===== src/rtl/tcw_pkg.sv =====
// Shared types and constants for the text console writer.
`timescale 1ns / 1ps

package tcw_pkg;

    typedef enum logic [2:0] {
        FN_WRITE = 3'd0,
        FN_KEY   = 3'd1,
        FN_BKSP  = 3'd2,
        FN_ENDL  = 3'd3,
        FN_CLEAR = 3'd4,
        FN_READ  = 3'd5
    } t_func;

    localparam logic [7:0] CHAR_NUL   = 8'd0;
    localparam logic [7:0] CHAR_NL    = 8'd10;
    localparam logic [7:0] CHAR_SPACE = 8'd32;

    localparam logic [7:0] ATTR_RESET  = 8'd15;
    localparam logic [6:0] LIMIT_RESET = 7'd40;

    // register index taken from paddr[2]
    localparam logic REG_ATTR  = 1'b0;
    localparam logic REG_LIMIT = 1'b1;

    typedef struct packed {
        logic [7:0] attr;
        logic [6:0] limit;
    } t_cfg;

endpackage


===== src/rtl/tcw_seq.sv =====
// Command sequencer: cursor, line length, cell updates, scroll and clear sweeps.
`timescale 1ns / 1ps

module tcw_seq #(
    parameter int COLUMNS = 80,
    parameter int ROWS = 25,
    localparam int CELLS = COLUMNS * ROWS,
    localparam int AW = $clog2(CELLS)
) (
    input  logic          i_clk,
    input  logic          i_rst_n,
    input  tcw_pkg::t_cfg i_cfg,
    input  logic          i_in_valid,
    output logic          o_in_ready,
    input  logic [2:0]    i_func,
    input  logic [7:0]    i_char,
    input  logic [10:0]   i_raddr,
    output logic          o_out_valid,
    input  logic          i_out_ready,
    output logic [10:0]   o_cursor,
    output logic [15:0]   o_rdata,
    output logic          o_scrolled,
    output logic          o_accepted,
    output logic          o_mem_we,
    output logic [AW-1:0] o_mem_waddr,
    output logic [15:0]   o_mem_wdata,
    output logic [AW-1:0] o_mem_raddr,
    input  logic [15:0]   i_mem_rdata
);

    localparam int CW = $clog2(COLUMNS);
    localparam logic [AW-1:0] LAST_A   = AW'(CELLS - 1);
    localparam logic [AW-1:0] BOTTOM_A = AW'(COLUMNS * (ROWS - 1));
    localparam logic [AW-1:0] COLS_A   = AW'(COLUMNS);
    localparam logic [AW-1:0] AHEAD_A  = AW'(COLUMNS + 1);
    localparam logic [CW-1:0] LCOL_C   = CW'(COLUMNS - 1);

    typedef enum logic [5:0] {
        S_INIT  = 6'b000001,
        S_IDLE  = 6'b000010,
        S_EXEC  = 6'b000100,
        S_SWEEP = 6'b001000,
        S_RD    = 6'b010000,
        S_RDW   = 6'b100000
    } t_state;

    t_state        r_state, n_state;
    logic [2:0]    r_func;
    logic [7:0]    r_char;
    logic [10:0]   r_addr;
    logic [AW-1:0] r_cursor, n_cursor;
    logic [CW-1:0] r_col, n_col;
    logic [6:0]    r_len, n_len;
    logic [AW-1:0] r_idx, n_idx;
    logic          r_scroll, n_scroll;
    logic          r_scrolled, n_scrolled;
    logic          r_acc, n_acc;
    logic          r_out_valid;
    logic [10:0]   r_o_cursor;
    logic [15:0]   r_o_data;
    logic          r_o_scr, r_o_acc;

    logic          key_ok, bs_ok, put, load;
    logic [7:0]    pch;
    logic [15:0]   blank;
    logic          addr_ok;

    assign blank   = {i_cfg.attr, tcw_pkg::CHAR_SPACE};
    assign key_ok  = (r_func == tcw_pkg::FN_KEY) && (r_len < i_cfg.limit);
    assign bs_ok   = (r_func == tcw_pkg::FN_BKSP) && (r_len != 7'd0);
    assign put     = (r_func == tcw_pkg::FN_WRITE) || key_ok || (r_func == tcw_pkg::FN_ENDL);
    assign pch     = (r_func == tcw_pkg::FN_ENDL) ? tcw_pkg::CHAR_NL : r_char;
    assign addr_ok = 32'(r_addr) < 32'(CELLS);
    assign load    = (r_state == S_RDW) && (!r_out_valid || i_out_ready);

    always_comb begin
        n_state     = r_state;
        n_cursor    = r_cursor;
        n_col       = r_col;
        n_len       = r_len;
        n_idx       = r_idx;
        n_scroll    = r_scroll;
        n_scrolled  = r_scrolled;
        n_acc       = r_acc;
        o_mem_we    = 1'b0;
        o_mem_waddr = r_cursor;
        o_mem_wdata = blank;
        o_mem_raddr = AW'(r_addr);
        case (r_state)
            S_INIT: begin
                o_mem_we    = 1'b1;
                o_mem_waddr = r_idx;
                o_mem_wdata = {tcw_pkg::ATTR_RESET, tcw_pkg::CHAR_SPACE};
                n_idx       = r_idx + 1'b1;
                if (r_idx == LAST_A) begin
                    n_state = S_IDLE;
                end
            end
            S_IDLE: begin
                if (i_in_valid) begin
                    n_state = S_EXEC;
                end
            end
            S_EXEC: begin
                n_state    = S_RD;
                n_scrolled = 1'b0;
                n_acc      = key_ok || bs_ok;
                n_idx      = '0;
                o_mem_raddr = COLS_A;
                if (key_ok && r_char != tcw_pkg::CHAR_NUL) begin
                    n_len = r_len + 1'b1;
                end
                if (r_func == tcw_pkg::FN_ENDL) begin
                    n_len = '0;
                end
                if (put && pch == tcw_pkg::CHAR_NL) begin
                    if (r_cursor >= BOTTOM_A) begin
                        n_scroll   = 1'b1;
                        n_scrolled = 1'b1;
                        n_cursor   = BOTTOM_A;
                        n_state    = S_SWEEP;
                    end else begin
                        n_cursor = r_cursor - AW'(r_col) + COLS_A;
                    end
                    n_col = '0;
                end else if (put && pch != tcw_pkg::CHAR_NUL) begin
                    o_mem_we    = 1'b1;
                    o_mem_waddr = r_cursor;
                    o_mem_wdata = {i_cfg.attr, pch};
                    n_cursor    = (r_cursor == LAST_A) ? '0 : r_cursor + 1'b1;
                    n_col       = (r_col == LCOL_C) ? '0 : r_col + 1'b1;
                end else if (bs_ok) begin
                    n_len       = r_len - 1'b1;
                    n_cursor    = (r_cursor == '0) ? LAST_A : r_cursor - 1'b1;
                    n_col       = (r_col == '0) ? LCOL_C : r_col - 1'b1;
                    o_mem_we    = 1'b1;
                    o_mem_waddr = n_cursor;
                end else if (r_func == tcw_pkg::FN_CLEAR) begin
                    n_scroll = 1'b0;
                    n_cursor = '0;
                    n_col    = '0;
                    n_state  = S_SWEEP;
                end
            end
            S_SWEEP: begin
                // reads run one row ahead of the writes, so no overlap on an entry
                o_mem_we    = 1'b1;
                o_mem_waddr = r_idx;
                o_mem_wdata = (r_scroll && r_idx < BOTTOM_A) ? i_mem_rdata : blank;
                o_mem_raddr = r_idx + AHEAD_A;
                n_idx       = r_idx + 1'b1;
                if (r_idx == LAST_A) begin
                    n_state = S_RD;
                end
            end
            S_RD: begin
                n_state = S_RDW;
            end
            S_RDW: begin
                if (load) begin
                    n_state = S_IDLE;
                end
            end
            default: begin
                n_state = S_IDLE;
            end
        endcase
    end

    always_ff @(posedge i_clk) begin
        if (!i_rst_n) begin
            r_state     <= S_INIT;
            r_idx       <= '0;
            r_cursor    <= '0;
            r_col       <= '0;
            r_len       <= '0;
            r_out_valid <= 1'b0;
        end else begin
            r_state     <= n_state;
            r_idx       <= n_idx;
            r_cursor    <= n_cursor;
            r_col       <= n_col;
            r_len       <= n_len;
            r_out_valid <= load || (r_out_valid && !i_out_ready);
        end
    end

    always_ff @(posedge i_clk) begin
        r_scroll   <= n_scroll;
        r_scrolled <= n_scrolled;
        r_acc      <= n_acc;
        if (r_state == S_IDLE && i_in_valid) begin
            r_func <= i_func;
            r_char <= i_char;
            r_addr <= i_raddr;
        end
        if (load) begin
            r_o_cursor <= 11'(r_cursor);
            r_o_data   <= addr_ok ? i_mem_rdata : 16'd0;
            r_o_scr    <= r_scrolled;
            r_o_acc    <= r_acc;
        end
    end

    assign o_in_ready  = (r_state == S_IDLE);
    assign o_out_valid = r_out_valid;
    assign o_cursor    = r_o_cursor;
    assign o_rdata     = r_o_data;
    assign o_scrolled  = r_o_scr;
    assign o_accepted  = r_o_acc;

endmodule


===== config.mk =====
export PLATFORM = sky130hd
export DESIGN_NAME = tcw_seq
export DESIGN_NICKNAME = d
export VERILOG_FILES = /design/src/rtl/tcw_pkg.sv /design/src/rtl/tcw_seq.sv
export SDC_FILE = /design/constraint.sdc
export NUM_CORES = 1
export LEC_CHECK = 0
export ABC_AREA = 1
export BUFFER_PORTS_ARGS = -buffer_cell sky130_fd_sc_hd__buf_2
export CAP_MARGIN = 10
export CORE_MARGIN = 3
export CORE_UTILIZATION = 50
export CTS_BUF_LIST = sky130_fd_sc_hd__clkbuf_8
export CTS_CLUSTER_DIAMETER = 60
export CTS_CLUSTER_SIZE = 30
export DETAILED_ROUTE_END_ITERATION = 6
export PLACE_DENSITY = 0.85
export RECOVER_POWER = 25
export SYNTH_ARGS = -nofsm -noshare
export SYNTH_HDL_FRONTEND = slang
export SYNTH_SLANG_ARGS = --single-unit

===== constraint.sdc =====
create_clock -name i_clk -period 10 [get_ports i_clk]
set_input_delay 3 -clock i_clk [delete_from_list [all_inputs] [get_ports i_clk]]
set_output_delay 3 -clock i_clk [all_outputs]
set_load 0.01 [all_outputs]

==> run_results.csv <==
group,metric,value,unit
global_route,antenna_found_initial,1,
floorplan,die_area,14900,um^2
synthesis,syn_inst,927,
routing,drtAntennaViolNets,0,
setup_path,rr_startpoint,"r_state[0]$_SDFFE_PN1P_",
placement,gp_congestion,0.934,
sta,slew_headroom,0.246,
global_route,grt_pass1_wl,30600,um
routing,wl_per_cell,15.8,um
global_route,first_global_vias,6127,
synthesis,synth_edf_count,54,
power_and_ir_drop,p_sw,0.376,mW
synthesis,synth_top_family_by_area,"simple AND/OR/NAND/NOR gates",
sta,tns,0,ns
cells_and_area,nets,1131,
synthesis,synthSimpleGateAreaFrac,0.290,
sta,fin_crit_sh,0.817,
clock_network,cts_hold_buf,0,
synthesis,synthArstFlopShare,0,
setup_path,critPathKind,"in -> out",
cells_and_area,final_layout_size_suffix_gt1_frac,0.183,
synthesis,synth_largest_area_cell,"edfxtp_1",
routing,first_pass_iters,6,
floorplan,initial_core_util,0.522,
clock_network,cts_resized,0,
sta,final_max_slew_viol_count,0,
sta,setup_viol,0,
floorplan,core_area,12900,um^2
synthesis,synth_seq_area_share,0.369,
power_and_ir_drop,p_comb_frac,0.285,
global_route,grt-ovfl-total,0,
power_and_ir_drop,swShare,0.356,
job,cap_viol_max_count,0,
power_and_ir_drop,clkPwrFrac,0.265,
placement,dp.final_hpwl,14100,um
setup_path,worstRegToRegCells,7,
synthesis,yosysTopAreaCellShare,0.241,
synthesis,synth-xor-area-share,0.0287,
synthesis,synth-compound-area-share,0.150,
synthesis,syn-num-nets,1023,
synthesis,synthAdderAreaFrac,0.0737,
floorplan,die_w,122,um
power_and_ir_drop,p_per_area,138,nW/um^2
floorplan,rows,41,
sta,clock.fmax,122,MHz
cells_and_area,fill_cells,1156,
routing,via_per_inst,5.64,
synthesis,synth_area_leaders,"edfxtp_1 24%, dfxtp_1 13%, nand2_1 12%",
setup_path,crit_fanout,15,
clock_network,ctsLongestPathBuffers,2,
cells_and_area,antenna_cells,0,
clock_network,post_cts_buffers,0,
setup_path,startpoint_type,"input pin",
sta,fin_worst_skew,0.0115,ns
clock_network,cts_num_sinks,97,
power_and_ir_drop,peakVddDrop,0.0978,mV
outcome,outcome,"complete, no violations",
sta,rsz0062_at_grt,"false",
floorplan,ios,127,
setup_path,critPathLaunch,"i_cfg[6]",
setup_path,crit_path_end_kind,"primary output",
clock_network,tritoncts,"done",
cells_and_area,area_delta_synth_final,14.2,%
power_and_ir_drop,seqPwrFrac,0.450,
setup_path,crit_path_frequent_cell,"nand2_4",
synthesis,ys_ff_latch,97,
synthesis,synth_cell_types,43,
clock_network,htreeDepth,3,
routing,finalWirelength,19100,um
sta,tightest_slew,1.13,ns
power_and_ir_drop,leakage,3.49,nW
global_route,track_usage,0.260,
placement,portBuffers,126,
clock_network,clk_pin_slew,0.08,ns
clock_network,insertion_delay,0.39,ns
routing,first_iter_violations,755,
routing,routed-via-count,6831,
setup_path,r2r_end,"r_idx[1]$_SDFFE_PN0N_",
power_and_ir_drop,total_power,1.06,mW
setup_path,cp.arrival,5.17,ns
synthesis,syn_area_per_cell,7.25,um^2
sta,finalHoldViolCount,0,
synthesis,netlist_area,6720,um^2
synthesis,yosysWarnings,0,
global_route,grt_max_degree,33,
setup_path,reg2reg_slack,6.82,ns
clock_network,clockRootBuffer,"clkbuf_8",
synthesis,synthMuxAreaShare,0,
floorplan,dieHeight,122,um
setup_path,slowest_stage,"nor2_1",
worst_hold_path,min_path_type,"reg -> reg",
setup_path,max_stage_delay,0.45,ns
setup_path,crit_required,7.00,ns
setup_path,cp-endpoint,"o_mem_wdata[0]",
sta,min_period,8.17,ns
setup_path,cp_cell_sequence,"buf_2, inv_1, ha_1, nand2_1, nand3_1, nor2_1, nand2_4, nand2_4, nand2_4, nor2_1, nand2_1, o22ai_1, buf_2",
power_and_ir_drop,internal_power,0.681,mW
synthesis,ys.flop_type,"edfxtp_1",
clock_network,cts_buffers,9,
routing,drc,0,
[worst max-delay path: cells and delay by family]
kind	cells	cell delay, ns
fa+ha+maj	1	0.29
compound gates	1	0.23
simple gates	8	1.34
buf+inv	3	0.30
[through the flow]
| stage | setup WS [ns] | utilization | instances | hold WS (ns) | instance area [um^2] |
|---|---|---|---|---|---|
| floorplan | 2.56 | - | 927 | 0.400 | 6720 |
| global placement | 2.01 | 0.580 | 1196 | 0.408 | 7460 |
| detailed placement | 1.96 | 0.580 | 1196 | 0.406 | 7460 |
| CTS | 1.89 | 0.596 | 1212 | 0.428 | 7680 |
| global route | 1.66 | 0.596 | 1212 | 0.449 | 7670 |
| finish | 1.83 | 0.596 | 1212 | 0.425 | 7670 |
[registers in the layout (all words and copies together) (netlist names), 6 cells and up]
name      cells
r_char        8
r_idx        11
r_state       6
r_cursor     11
o_cursor     11
r_len         7
o_rdata      16
r_col         7
r_addr       11
[power groups by stage]
stage               registers, mW  logic [mW]  clock network [mW]
finish                      0.475       0.301               0.280
global route                0.478       0.327               0.303
CTS                         0.475       0.299               0.285
detailed placement          0.484       0.295                   0
global placement            0.483       0.288                   0
floorplan                   0.485       0.185                   0
[synthesized netlist by cell type (2+ instances only)]
library cell    n
nand2_1       210
inv_1         110
nor2_1         97
nand3_1        76
o21ai_0        61
edfxtp_1       54
a21oi_1        49
dfxtp_1        43
ha_1           38
xor2_1         20
nand4_1        19
clkbuf_1       16
o21ai_1        13
buf_2          12
nand2_2        11
nor3_1         11
o211ai_1        9
a21oi_2         8
inv_2           8
nor2_2          7
a22oi_1         5
a31oi_1         5
nand2_4         5
o22ai_1         5
o221ai_1        4
or2_2           4
or2_1           3
a211oi_1        2
a22o_1          2
a32o_1          2
buf_4           2
nand3b_1        2
o21bai_1        2
o31ai_1         2
xnor2_1         2
[cells by family after synthesis]
family,Yosys count
compound gates,172
fa+ha+maj,39
simple gates,447
xor+xnor,22
buf+inv,150
flops,97
[layout by cell type (no fill, tap or decap), types with 3 or more instances in the layout]
cell type,count
nand2_1,210
buf_2,125
inv_1,111
nor2_1,97
nand3_1,76
o21ai_0,62
edfxtp_1,54
a21oi_1,48
dfxtp_1,43
ha_1,38
xor2_1,20
nand4_1,19
o21ai_1,12
clkbuf_8,12
nand2_2,11
nor3_1,11
o211ai_1,9
inv_2,8
a21oi_2,8
nor2_2,7
nand2_4,5
o22ai_1,5
a22oi_1,5
o221ai_1,4
a31oi_1,4
or2_2,4
or2_1,3
[cell type report]
type / instances / area (um^2) / share of cell area
sequential: 97 / 2480 / 0.324
inverter: 118 / 443 / 0.0577
clock buffer: 12 / 165 / 0.0215
clock inverter: 4 / 50.0 / 0.00652
timing repair buffer: 129 / 648 / 0.0845
tap: 172 / 215 / 0.0281
multi-input combinational: 680 / 3670 / 0.478
[per-layer routing]
layer,track usage,share of wire
met5,0,0.00068
met4,0.106,0.033
met3,0.0571,0.083
met2,0.422,0.47
met1,0.339,0.42
[worst min path at each step]
| stage | startpoint | to | slack (ns) | cells after the start |
|---|---|---|---|---|
| 3_3_place_gp | r_acc$_DFFE_PP_ | o_accepted$_DFFE_PP_ | 0.41 | 0 |
| 5_1_grt | r_scrolled$_SDFFCE_PN0P_ | o_scrolled$_DFFE_PP_ | 0.45 | 0 |
| 2_1_floorplan | r_acc$_DFFE_PP_ | o_accepted$_DFFE_PP_ | 0.40 | 0 |
| 3_5_place_dp | r_acc$_DFFE_PP_ | o_accepted$_DFFE_PP_ | 0.41 | 0 |
| 4_1_cts | r_acc$_DFFE_PP_ | o_accepted$_DFFE_PP_ | 0.43 | 0 |
| 6_report | r_acc$_DFFE_PP_ | o_accepted$_DFFE_PP_ | 0.42 | 0 |
Power figures use the tool's default switching activity.
