### src/rtl/tcw_pkg.sv
// Shared types and constants for the text console writer.
`timescale 1ns / 1ps

package tcw_pkg;

    typedef enum logic [2:0] {
        FN_WRITE = 3'd0,
        FN_KEY   = 3'd1,
        FN_BKSP  = 3'd2,
        FN_ENDL  = 3'd3,
        FN_CLEAR = 3'd4,
        FN_READ  = 3'd5
    } t_func;

    localparam logic [7:0] CHAR_NUL   = 8'd0;
    localparam logic [7:0] CHAR_NL    = 8'd10;
    localparam logic [7:0] CHAR_SPACE = 8'd32;

    localparam logic [7:0] ATTR_RESET  = 8'd15;
    localparam logic [6:0] LIMIT_RESET = 7'd40;

    // register index taken from paddr[2]
    localparam logic REG_ATTR  = 1'b0;
    localparam logic REG_LIMIT = 1'b1;

    typedef struct packed {
        logic [7:0] attr;
        logic [6:0] limit;
    } t_cfg;

endpackage

### src/rtl/tcw_regs.sv
// APB configuration registers: attribute and line limit.
`timescale 1ns / 1ps

module tcw_regs (
    input  logic          i_clk,
    input  logic          i_rst_n,
    input  logic          i_psel,
    input  logic          i_penable,
    input  logic          i_pwrite,
    input  logic [2:0]    i_paddr,
    input  logic [31:0]   i_pwdata,
    output logic [31:0]   o_prdata,
    output logic          o_pready,
    output tcw_pkg::t_cfg o_cfg
);

    logic [7:0] r_attr;
    logic [6:0] r_limit;
    logic       wr;

    assign o_pready = 1'b1;
    assign wr       = i_psel && i_penable && i_pwrite;

    always_ff @(posedge i_clk) begin
        if (!i_rst_n) begin
            r_attr  <= tcw_pkg::ATTR_RESET;
            r_limit <= tcw_pkg::LIMIT_RESET;
        end else if (wr) begin
            if (i_paddr[2] == tcw_pkg::REG_ATTR) begin
                r_attr <= i_pwdata[7:0];
            end else begin
                r_limit <= i_pwdata[6:0];
            end
        end
    end

    always_comb begin
        if (i_paddr[2] == tcw_pkg::REG_LIMIT) begin
            o_prdata = {25'd0, r_limit};
        end else begin
            o_prdata = {24'd0, r_attr};
        end
    end

    assign o_cfg.attr  = r_attr;
    assign o_cfg.limit = r_limit;

endmodule

### config.mk
export PLATFORM = sky130hd
export DESIGN_NAME = tcw_regs
export DESIGN_NICKNAME = d
export VERILOG_FILES = /design/src/rtl/tcw_pkg.sv /design/src/rtl/tcw_regs.sv
export SDC_FILE = /design/constraint.sdc
export NUM_CORES = 1
export LEC_CHECK = 0
export BUFFER_PORTS_ARGS = -buffer_cell sky130_fd_sc_hd__clkbuf_2
export CAP_MARGIN = 30
export CELL_PAD_IN_SITES_DETAIL_PLACEMENT = 0
export CELL_PAD_IN_SITES_GLOBAL_PLACEMENT = 1
export CORE_AREA = 2 2 78 58
export CTS_BUF_LIST = sky130_fd_sc_hd__clkbuf_4 sky130_fd_sc_hd__clkbuf_8 sky130_fd_sc_hd__clkbuf_16
export CTS_CLUSTER_SIZE = 10
export DETAILED_ROUTE_END_ITERATION = 10
export DIE_AREA = 0 0 80 60
export GPL_ROUTABILITY_DRIVEN = 0
export PLACE_DENSITY = 0.79
export SKIP_CTS_REPAIR_TIMING = 1
export SLEW_MARGIN = 20
export SYNTH_ARGS = -nofsm -noshare
export SYNTH_HDL_FRONTEND = slang
export SYNTH_SLANG_ARGS = --single-unit
### constraint.sdc
create_clock -name i_clk -period 1.33 [get_ports i_clk]
set_clock_uncertainty 0.2 [all_clocks]
set_input_delay 0.1995 -clock i_clk [delete_from_list [all_inputs] [get_ports i_clk]]
set_output_delay 0.1995 -clock i_clk [all_outputs]
set_load 0.01 [all_outputs]
==> results.md, run 1 <==
- Run status: complete, but fails checks
- Violations in the final reports: negative hold slack, negative setup slack
- Final count of negative-setup-slack endpoints: 7
- Dominant combinational cell family by area after synthesis: buffers and inverters
- Detail Placement HPWL: 1550 µm
- Leakage dissipation: 0.572 nW
- Total of warnings raised by yosys: 0
- Die Wd: 80 µm
- Class of the worst hold path: in2reg
- Leftover overflow at the end of global routing: 0
- Routed vias/inst: 3.61
- Maximum Capacitance Violations: 0
- Largest fanout on the critical path: 4
- Total via count in the routed design: 711
- Maximum clock rate: 738 MHz
- Post-layout minimum cycle time: 1360 ps
- Count of different cell masters after synthesis: 13
- Post-Synth XOR/XNOR Area: 0
- Maximum number of buffers from clock root to sink: 2
- Unrepaired setup endpoints after global routing: yes
- Clock buffer count from CTS: 3
- Register bit total from synthesis: 15
- # diodes: 0
- Die area: 4800 µm²
- Total number of placement rows: 20
- Design Power: 1.03 mW
- Kind of end point of the critical path: output port
- Crit Path Class: in2out
- Basic-gate share of the synthesized area counting and, or, nand and nor cells: 0.170
- Share of Yosys cell area claimed by the top area cell type: 0.323
- Worst-case reg-to-reg path depth: 3
- Area after DPL: 1100 µm²
- Area fraction in compound gates after synthesis: 0
- Drt drc: 0
- Total number of nets in the final design: 183
- PwrDens: 829 nW/µm²
- Hold slack final: -12.9 ps
- Largest net degree at the start of global routing: 16
- Average wire length per cell after detail routing: 9.88 µm
- Placeable core region: 4100 µm²
- VDD IR max: 0.490 mV
- Total routing resource utilization after global routing: 0.0817
- Synthesized instance count: 100
- Final clock period utilization by the worst path: 1.02
- Setup slack of the critical path after layout: -25.3 ps
- Synth Area in Adders: 0
- Initial standard-cell utilization of the core: 0.226
- Kind of launch point of the worst setup path: input port
- Violation count after the first detailed-routing iteration: 17
- Total non-filler cell area in the finished layout: 1240 µm²
- Worst hold path depth: 3
- Share of layout cells above drive strength 1: 0.493
- Startpoint of the worst register-to-register path: r_limit[5]
- Max Slew Vio Count: 0
- Top post-synthesis cells by area: sky130_fd_sc_hd__dfxtp_1 (32%), sky130_fd_sc_hd__buf_4 (20%), sky130_fd_sc_hd__mux2i_1 (16%)
- Clock root buffer: sky130_fd_sc_hd__clkbuf_8
- Startpoint of the most critical hold path: i_pwdata[0]
- Cell taking the most area after synthesis: sky130_fd_sc_hd__dfxtp_1
- Number of levels in the clock H-tree: 1
- Sinks on Clock Net: 15
- Count of boundary I/O pins: 88
- Vias in the first global route: 600
- Fill cells: 458
- Register clock-pin slew on the reported worst setup and hold paths: 60 ps
- Post-synthesis instance area: 928 µm²
- Share of synthesized area occupied by flip-flops and latches: 0.323
- Number of endpoints with negative hold slack in the final report: 3
- Place WS: -25.2 ps
- Clock insertion delay at the later pin of the skew report: 240 ps
- Data required time at the worst endpoint: 930 ps
- Clock tree from TritonCTS: yes
- Detailed-route wire length: 1950 µm
- Area delta synth->final: 33.8%
- IO Port Bufs: 36
- Hold Crit Endpoint: r_limit[0]
- Height of the die: 60 µm
- Number of antenna violations at the first check in global routing: 0
- Worst path arrival time: 960 ps
- Drt pass-1 iters: 4
- Reg2Reg Capture Point: r_limit[5]
- Share of cell area taken by muxes after synthesis: 0.247
- Wire length of the first global-routing pass: 2830 µm
- Flop2flop setup slack: 390 ps
- Synthesized area per cell: 9.28 µm²
- Residual antenna-violating net count after detailed routing: 0
-- cell usage in the layout, fill, tap and decap left out --
master                          netlist  layout
sky130_fd_sc_hd__mux2_4               0       3
sky130_fd_sc_hd__dfxtp_2              0      13
sky130_fd_sc_hd__and4b_1              1       1
sky130_fd_sc_hd__nand2_1             16      16
sky130_fd_sc_hd__mux2_2               7       4
sky130_fd_sc_hd__buf_12               0       3
sky130_fd_sc_hd__clkbuf_4             0       1
sky130_fd_sc_hd__and2b_2              1       1
sky130_fd_sc_hd__dlygate4sd3_1        0       2
sky130_fd_sc_hd__conb_1               2      25
sky130_fd_sc_hd__buf_6                3       3
sky130_fd_sc_hd__nor2b_1             11      11
sky130_fd_sc_hd__dfxtp_1             15       2
sky130_fd_sc_hd__buf_4               25       5
sky130_fd_sc_hd__and4_2               1       1
sky130_fd_sc_hd__mux2i_1             15      15
sky130_fd_sc_hd__clkbuf_2             0      33
sky130_fd_sc_hd__clkbuf_8             0       3
-- metrics by stage --
step / instances / TNS [ps] / utilization
after floorplan: 123 / 0 / -
after global placement: 187 / -16.7 / 0.267
after detailed placement: 187 / -56.7 / 0.267
after CTS: 191 / -251 / 0.279
after global routing: 197 / -357 / 0.303
final: 197 / -101 / 0.303
-- state kept, by name (all words and copies together) (netlist names) --
| name | flops |
|---|---|
| r_attr | 8 |
| r_limit | 7 |
-- worst max-delay path, cell delays in order --
cell and delay [ps]:
sky130_fd_sc_hd__clkbuf_2 140, sky130_fd_sc_hd__buf_4 160, sky130_fd_sc_hd__mux2_2 330, sky130_fd_sc_hd__clkbuf_2 130
-- how the worst max path moves through the flow --
stage                from          end  slack [ps]  cells after the start
2_1_floorplan  i_paddr[2]    r_attr[4]         200                      4
3_3_place_gp   i_paddr[2]  o_prdata[5]          -7                      4
3_5_place_dp   i_paddr[2]  o_prdata[5]         -30                      4
4_1_cts        r_limit[5]  o_prdata[5]         -50                      2
5_1_grt         r_attr[5]  o_prdata[5]         -60                      2
6_report       i_paddr[2]  o_prdata[5]         -30                      4
-- kinds of logic (layout without fill, tap and decap cells) --
logic type | after synthesis | in the layout
mux | 22 | 22
flops | 15 | 15
buf+inv | 31 | 50
simple gates | 30 | 30
other cells | 2 | 25
-- synthesized netlist by cell type --
| cell type | n |
|---|---|
| sky130_fd_sc_hd__mux2_2 | 7 |
| sky130_fd_sc_hd__dfxtp_1 | 15 |
| sky130_fd_sc_hd__clkbuf_1 | 2 |
| sky130_fd_sc_hd__conb_1 | 2 |
| sky130_fd_sc_hd__and4_2 | 1 |
| sky130_fd_sc_hd__nor2b_1 | 11 |
| sky130_fd_sc_hd__and4b_1 | 1 |
| sky130_fd_sc_hd__buf_2 | 1 |
| sky130_fd_sc_hd__mux2i_1 | 15 |
| sky130_fd_sc_hd__buf_4 | 25 |
| sky130_fd_sc_hd__nand2_1 | 16 |
| sky130_fd_sc_hd__and2b_2 | 1 |
| sky130_fd_sc_hd__buf_6 | 3 |
-- metal layers --
layer  routed length, µm  share of wire  up-vias  GRT usage
met3                 176          0.090        0     0.0423
met2                 823           0.42       34      0.121
met4                   0              0        0    0.00726
met1                 947           0.49      319      0.110
met5                   0              0        -          0
li1                    -              -      358          -
-- report_power, final --
group          internal [mW]  switching, mW
registers              0.461        0.00686
clock network          0.232          0.149
logic                 0.0843         0.0972
total                  0.777          0.253
-- final cells by class --
cell class,count,area (µm²),share of cell area
multi-input cells,77,492,0.396
well taps,55,68.8,0.0554
clock buffers,4,48.8,0.0393
repair buffers,46,317,0.255
flip-flops and latches,15,317,0.255
Power figures use the tool's default switching activity.
==> inputs of run 2 (changes only) <==
--- a/config.mk
+++ b/config.mk
@@ -5,15 +5,16 @@
 export SDC_FILE = /design/constraint.sdc
 export NUM_CORES = 1
 export LEC_CHECK = 0
+export ABC_AREA = 1
 export BUFFER_PORTS_ARGS = -buffer_cell sky130_fd_sc_hd__clkbuf_2
 export CAP_MARGIN = 30
 export CELL_PAD_IN_SITES_DETAIL_PLACEMENT = 0
 export CELL_PAD_IN_SITES_GLOBAL_PLACEMENT = 1
-export CORE_AREA = 2 2 78 58
+export CORE_AREA = 2 2 81 60
 export CTS_BUF_LIST = sky130_fd_sc_hd__clkbuf_4 sky130_fd_sc_hd__clkbuf_8 sky130_fd_sc_hd__clkbuf_16
 export CTS_CLUSTER_SIZE = 10
 export DETAILED_ROUTE_END_ITERATION = 10
-export DIE_AREA = 0 0 80 60
+export DIE_AREA = 0 0 83 62
 export GPL_ROUTABILITY_DRIVEN = 0
 export PLACE_DENSITY = 0.79
 export SKIP_CTS_REPAIR_TIMING = 1
==> run 2 against run 1 <==
The flow finishes with violations (negative hold slack); clock-buffer cell count shrank 1; setup slack gained 110 ps; synthesized cell count grew 40%; sequential share of layout area grew 0.48 points; sequential cell count is the same; largest power group unchanged.
==> results.md, run 2 <==
- Cell taking the most area after synthesis: sky130_fd_sc_hd__dfxtp_1
- PwrDens: 896 nW/µm²
- Count of different cell masters after synthesis: 14
- Library cell with the highest instance count after synthesis: sky130_fd_sc_hd__nand2_1
- Total via count in the routed design: 852
- EDFF count, synth: 0
- Flop2flop setup slack: 520 ps
- Register with the most flip-flops: r_attr
- Total number of placement rows: 21
- Count of boundary I/O pins: 88
- Worst hold path depth: 3
- Largest fanout on the critical path: 3
- Share of flip-flops with an asynchronous set or reset after synthesis: 0
- Final core utilization: 0.262
- Sinks on Clock Net: 15
- Largest registers ranked by flip-flop count: r_attr x8, r_limit x7
- Clock root buffer: sky130_fd_sc_hd__clkbuf_8
- Total of warnings raised by yosys: 0
- Clock insertion delay at the later pin of the skew report: 250 ps
- Max Slew Vio Count: 0
- Slowest stage delay, CP: 360 ps
- Kind of launch point of the worst setup path: register
- Residual antenna-violating net count after detailed routing: 0
- Clock tree from TritonCTS: yes
- Vias in the first global route: 751
- Worst path arrival time: 850 ps
- Share of synthesized area occupied by flip-flops and latches: 0.310
- Post-route setup TNS: 0 ps
- VDD IR max: 0.383 mV
- Synthesized area per cell: 6.93 µm²
- Run status: complete, but fails checks
- Met3 demand-to-capacity share in global routing: 0.0330
- Fraction of power spent switching nets: 0.293
- Wire length of the first global-routing pass: 3620 µm
- Initial standard-cell utilization of the core: 0.216
- Leading cell type in the layout, fill and taps excluded: sky130_fd_sc_hd__nand2_1
- Hold Crit Endpoint: r_attr[0]
- Leakage dissipation: 0.656 nW
- Most frequently used flop master after synthesis: sky130_fd_sc_hd__dfxtp_1
- Drt drc: 0
- Maximum number of buffers from clock root to sink: 2
- Detailed-route wire length: 2240 µm
- Share of layout cells above drive strength 1: 0.344
- Net Sw Power: 0.308 mW
- Maximum Capacitance Violations: 0
- Sequential cell area: 305 µm²
- Slowest cell on the critical path: sky130_fd_sc_hd__dfxtp_1
- Data required time at the worst endpoint: 930 ps
- Number of endpoints with negative hold slack in the final report: 5
- Post-synthesis instance area: 970 µm²
- Clock buffer count from CTS: 3
- Average wire length per cell after detail routing: 9.44 µm
- Unrepaired setup endpoints after global routing: no
- Die area: 5150 µm²
- Met2 Resource Use GR: 0.138
- Synthesized instance count: 140
- Fill cells: 516
- Startpoint of the most critical hold path: i_pwdata[0]
- Relative contribution of the clock network to total power: 0.350
- Ordered cell list for the critical path: nand2_1 -> nand2_1 -> clkbuf_2
- # diodes: 0
- Post-layout minimum cycle time: 1250 ps
- Leftover overflow at the end of global routing: 0
- Top post-synthesis cells by area: sky130_fd_sc_hd__dfxtp_1 (31%), sky130_fd_sc_hd__buf_4 (19%), sky130_fd_sc_hd__nand2_1 (17%)
- WP buf/inv: 1
- Drt pass-1 iters: 4
- Register clock-pin slew on the reported worst setup and hold paths: 70 ps
- Flip-flop count of the largest register after layout: 8
- Share of Yosys cell area claimed by the top area cell type: 0.310
- Hold slack final: -17.7 ps
- Maximum clock rate: 803 MHz
- Reg2Reg Capture Point: r_attr[6]
- IO Port Bufs: 36
- Number of instances in the placed design: 232
- Startpoint of the worst register-to-register path: r_attr[6]
- Violation count after the first detailed-routing iteration: 26
- Family with the most delay on the worst path: flip-flops
- Height of the die: 62 µm
- Commonest cells post-synth: sky130_fd_sc_hd__nand2_1 (44), sky130_fd_sc_hd__buf_4 (25), sky130_fd_sc_hd__nor2_1 (16), sky130_fd_sc_hd__dfxtp_1 (15), sky130_fd_sc_hd__nand3_1 (12)
- Die Wd: 83 µm
- Class of the worst hold path: in2reg
- Number of antenna violations at the first check in global routing: 0
- Total routing resource utilization after global routing: 0.0901
- Number of levels in the clock H-tree: 1
- Placeable core region: 4490 µm²
- Part of the power in combinational logic: 0.196
- Design internal power: 0.745 mW
- Final count of negative-setup-slack endpoints: 0
- Area delta synth->final: 21.3%
- Final clock period utilization by the worst path: 0.936
- Total number of nets in the final design: 221
- Non-filler instance count after layout: 237
- Largest net degree at the start of global routing: 16
- Sequential share of power: 0.454
- Cell type with the highest occurrence count on the critical path: sky130_fd_sc_hd__nand2_1
- Routed vias/inst: 3.59
- Register bit total from synthesis: 15
- Met1 capacity usage during global routing: 0.125
- Violations in the final reports: negative hold slack
- Area used by multi-input combinational logic: 478 µm²
- Top library cells by usage in the layout, fill and taps aside: sky130_fd_sc_hd__nand2_1 (44), sky130_fd_sc_hd__clkbuf_2 (36), sky130_fd_sc_hd__conb_1 (25)
- Global-route layer with the greatest usage: met2
- Kind of end point of the critical path: output port
- Crit Path Class: reg2out
- Detail Placement HPWL: 1770 µm
- Worst-case reg-to-reg path depth: 2
[run 2: cell count changes in the layout (fill, tap and decap cells not counted), moves of 4 or more]
cell / delta
sky130_fd_sc_hd__dfxtp_1: +9
sky130_fd_sc_hd__nor2_2: +4
sky130_fd_sc_hd__mux2_2: -4
sky130_fd_sc_hd__nand3_2: +4
sky130_fd_sc_hd__dfxtp_2: -9
sky130_fd_sc_hd__nand3_1: +12
sky130_fd_sc_hd__inv_1: +9
sky130_fd_sc_hd__nor2b_1: -11
sky130_fd_sc_hd__nor2_1: +16
sky130_fd_sc_hd__nand2_1: +28
sky130_fd_sc_hd__mux2i_1: -15
[run 2: final cells by class]
class                           instances  area share
Clock buffer                            3      0.0351
Inverter                               10      0.0340
Tap cell                               57      0.0606
Sequential cell                        15       0.260
Timing Repair Buffer                   43       0.200
Clock inverter                          1     0.00426
Multi-Input combinational cell        108       0.406
[run 2: worst max-delay path by stage]
stage,startpoint,to,slack (ps),depth (start not counted)
after CTS,r_limit[3],o_prdata[3],60,3
after detailed placement,i_paddr[2],o_prdata[1],80,5
after global placement,i_paddr[2],o_prdata[4],90,5
after floorplan,i_paddr[2],o_prdata[4],280,5
after global routing,r_attr[7],o_prdata[7],4,3
final,r_limit[0],o_prdata[0],80,3
[run 2: kinds of logic (layout without fill, tap and decap cells)]
kind of cell           count (synthesis)  in the layout  synth area share
DFF                                   15             15             0.310
buffers and inverters                 40             57             0.286
and+or+nand+nor                       83             83             0.396
other                                  2             25           0.00774
[run 2: per-stage QoR]
stage	hold WS [ps]	cell area, µm²	worst slack [ps]	power [mW]
finish	-17.7	1180	84.5	1.05
global route	0.409	1180	3.63	1.13
CTS	-19.5	1160	55.7	1.07
detailed placement	242	1110	83.7	0.693
global placement	235	1110	86.4	0.691
floorplan	120	1060	277	0.676
[run 2: per-layer routing]
metal | vias up | share of wire
li1 | 451 | -
met3 | 2 | 0.087
met5 | - | 0
met2 | 35 | 0.41
met1 | 364 | 0.49
met4 | 0 | 0.0076
[run 2: worst min-delay path: stages]
cell                       delay, ps
sky130_fd_sc_hd__clkbuf_2         90
sky130_fd_sc_hd__nand2_1          50
sky130_fd_sc_hd__nand3_1          60
[run 2: power by group through the flow]
stage | clock (mW) | sequential (mW) | combinational [mW]
after floorplan | 0 | 0.493 | 0.183
after global placement | 0 | 0.487 | 0.204
after detailed placement | 0 | 0.488 | 0.205
after CTS | 0.388 | 0.477 | 0.206
after global routing | 0.411 | 0.481 | 0.239
final | 0.369 | 0.478 | 0.206
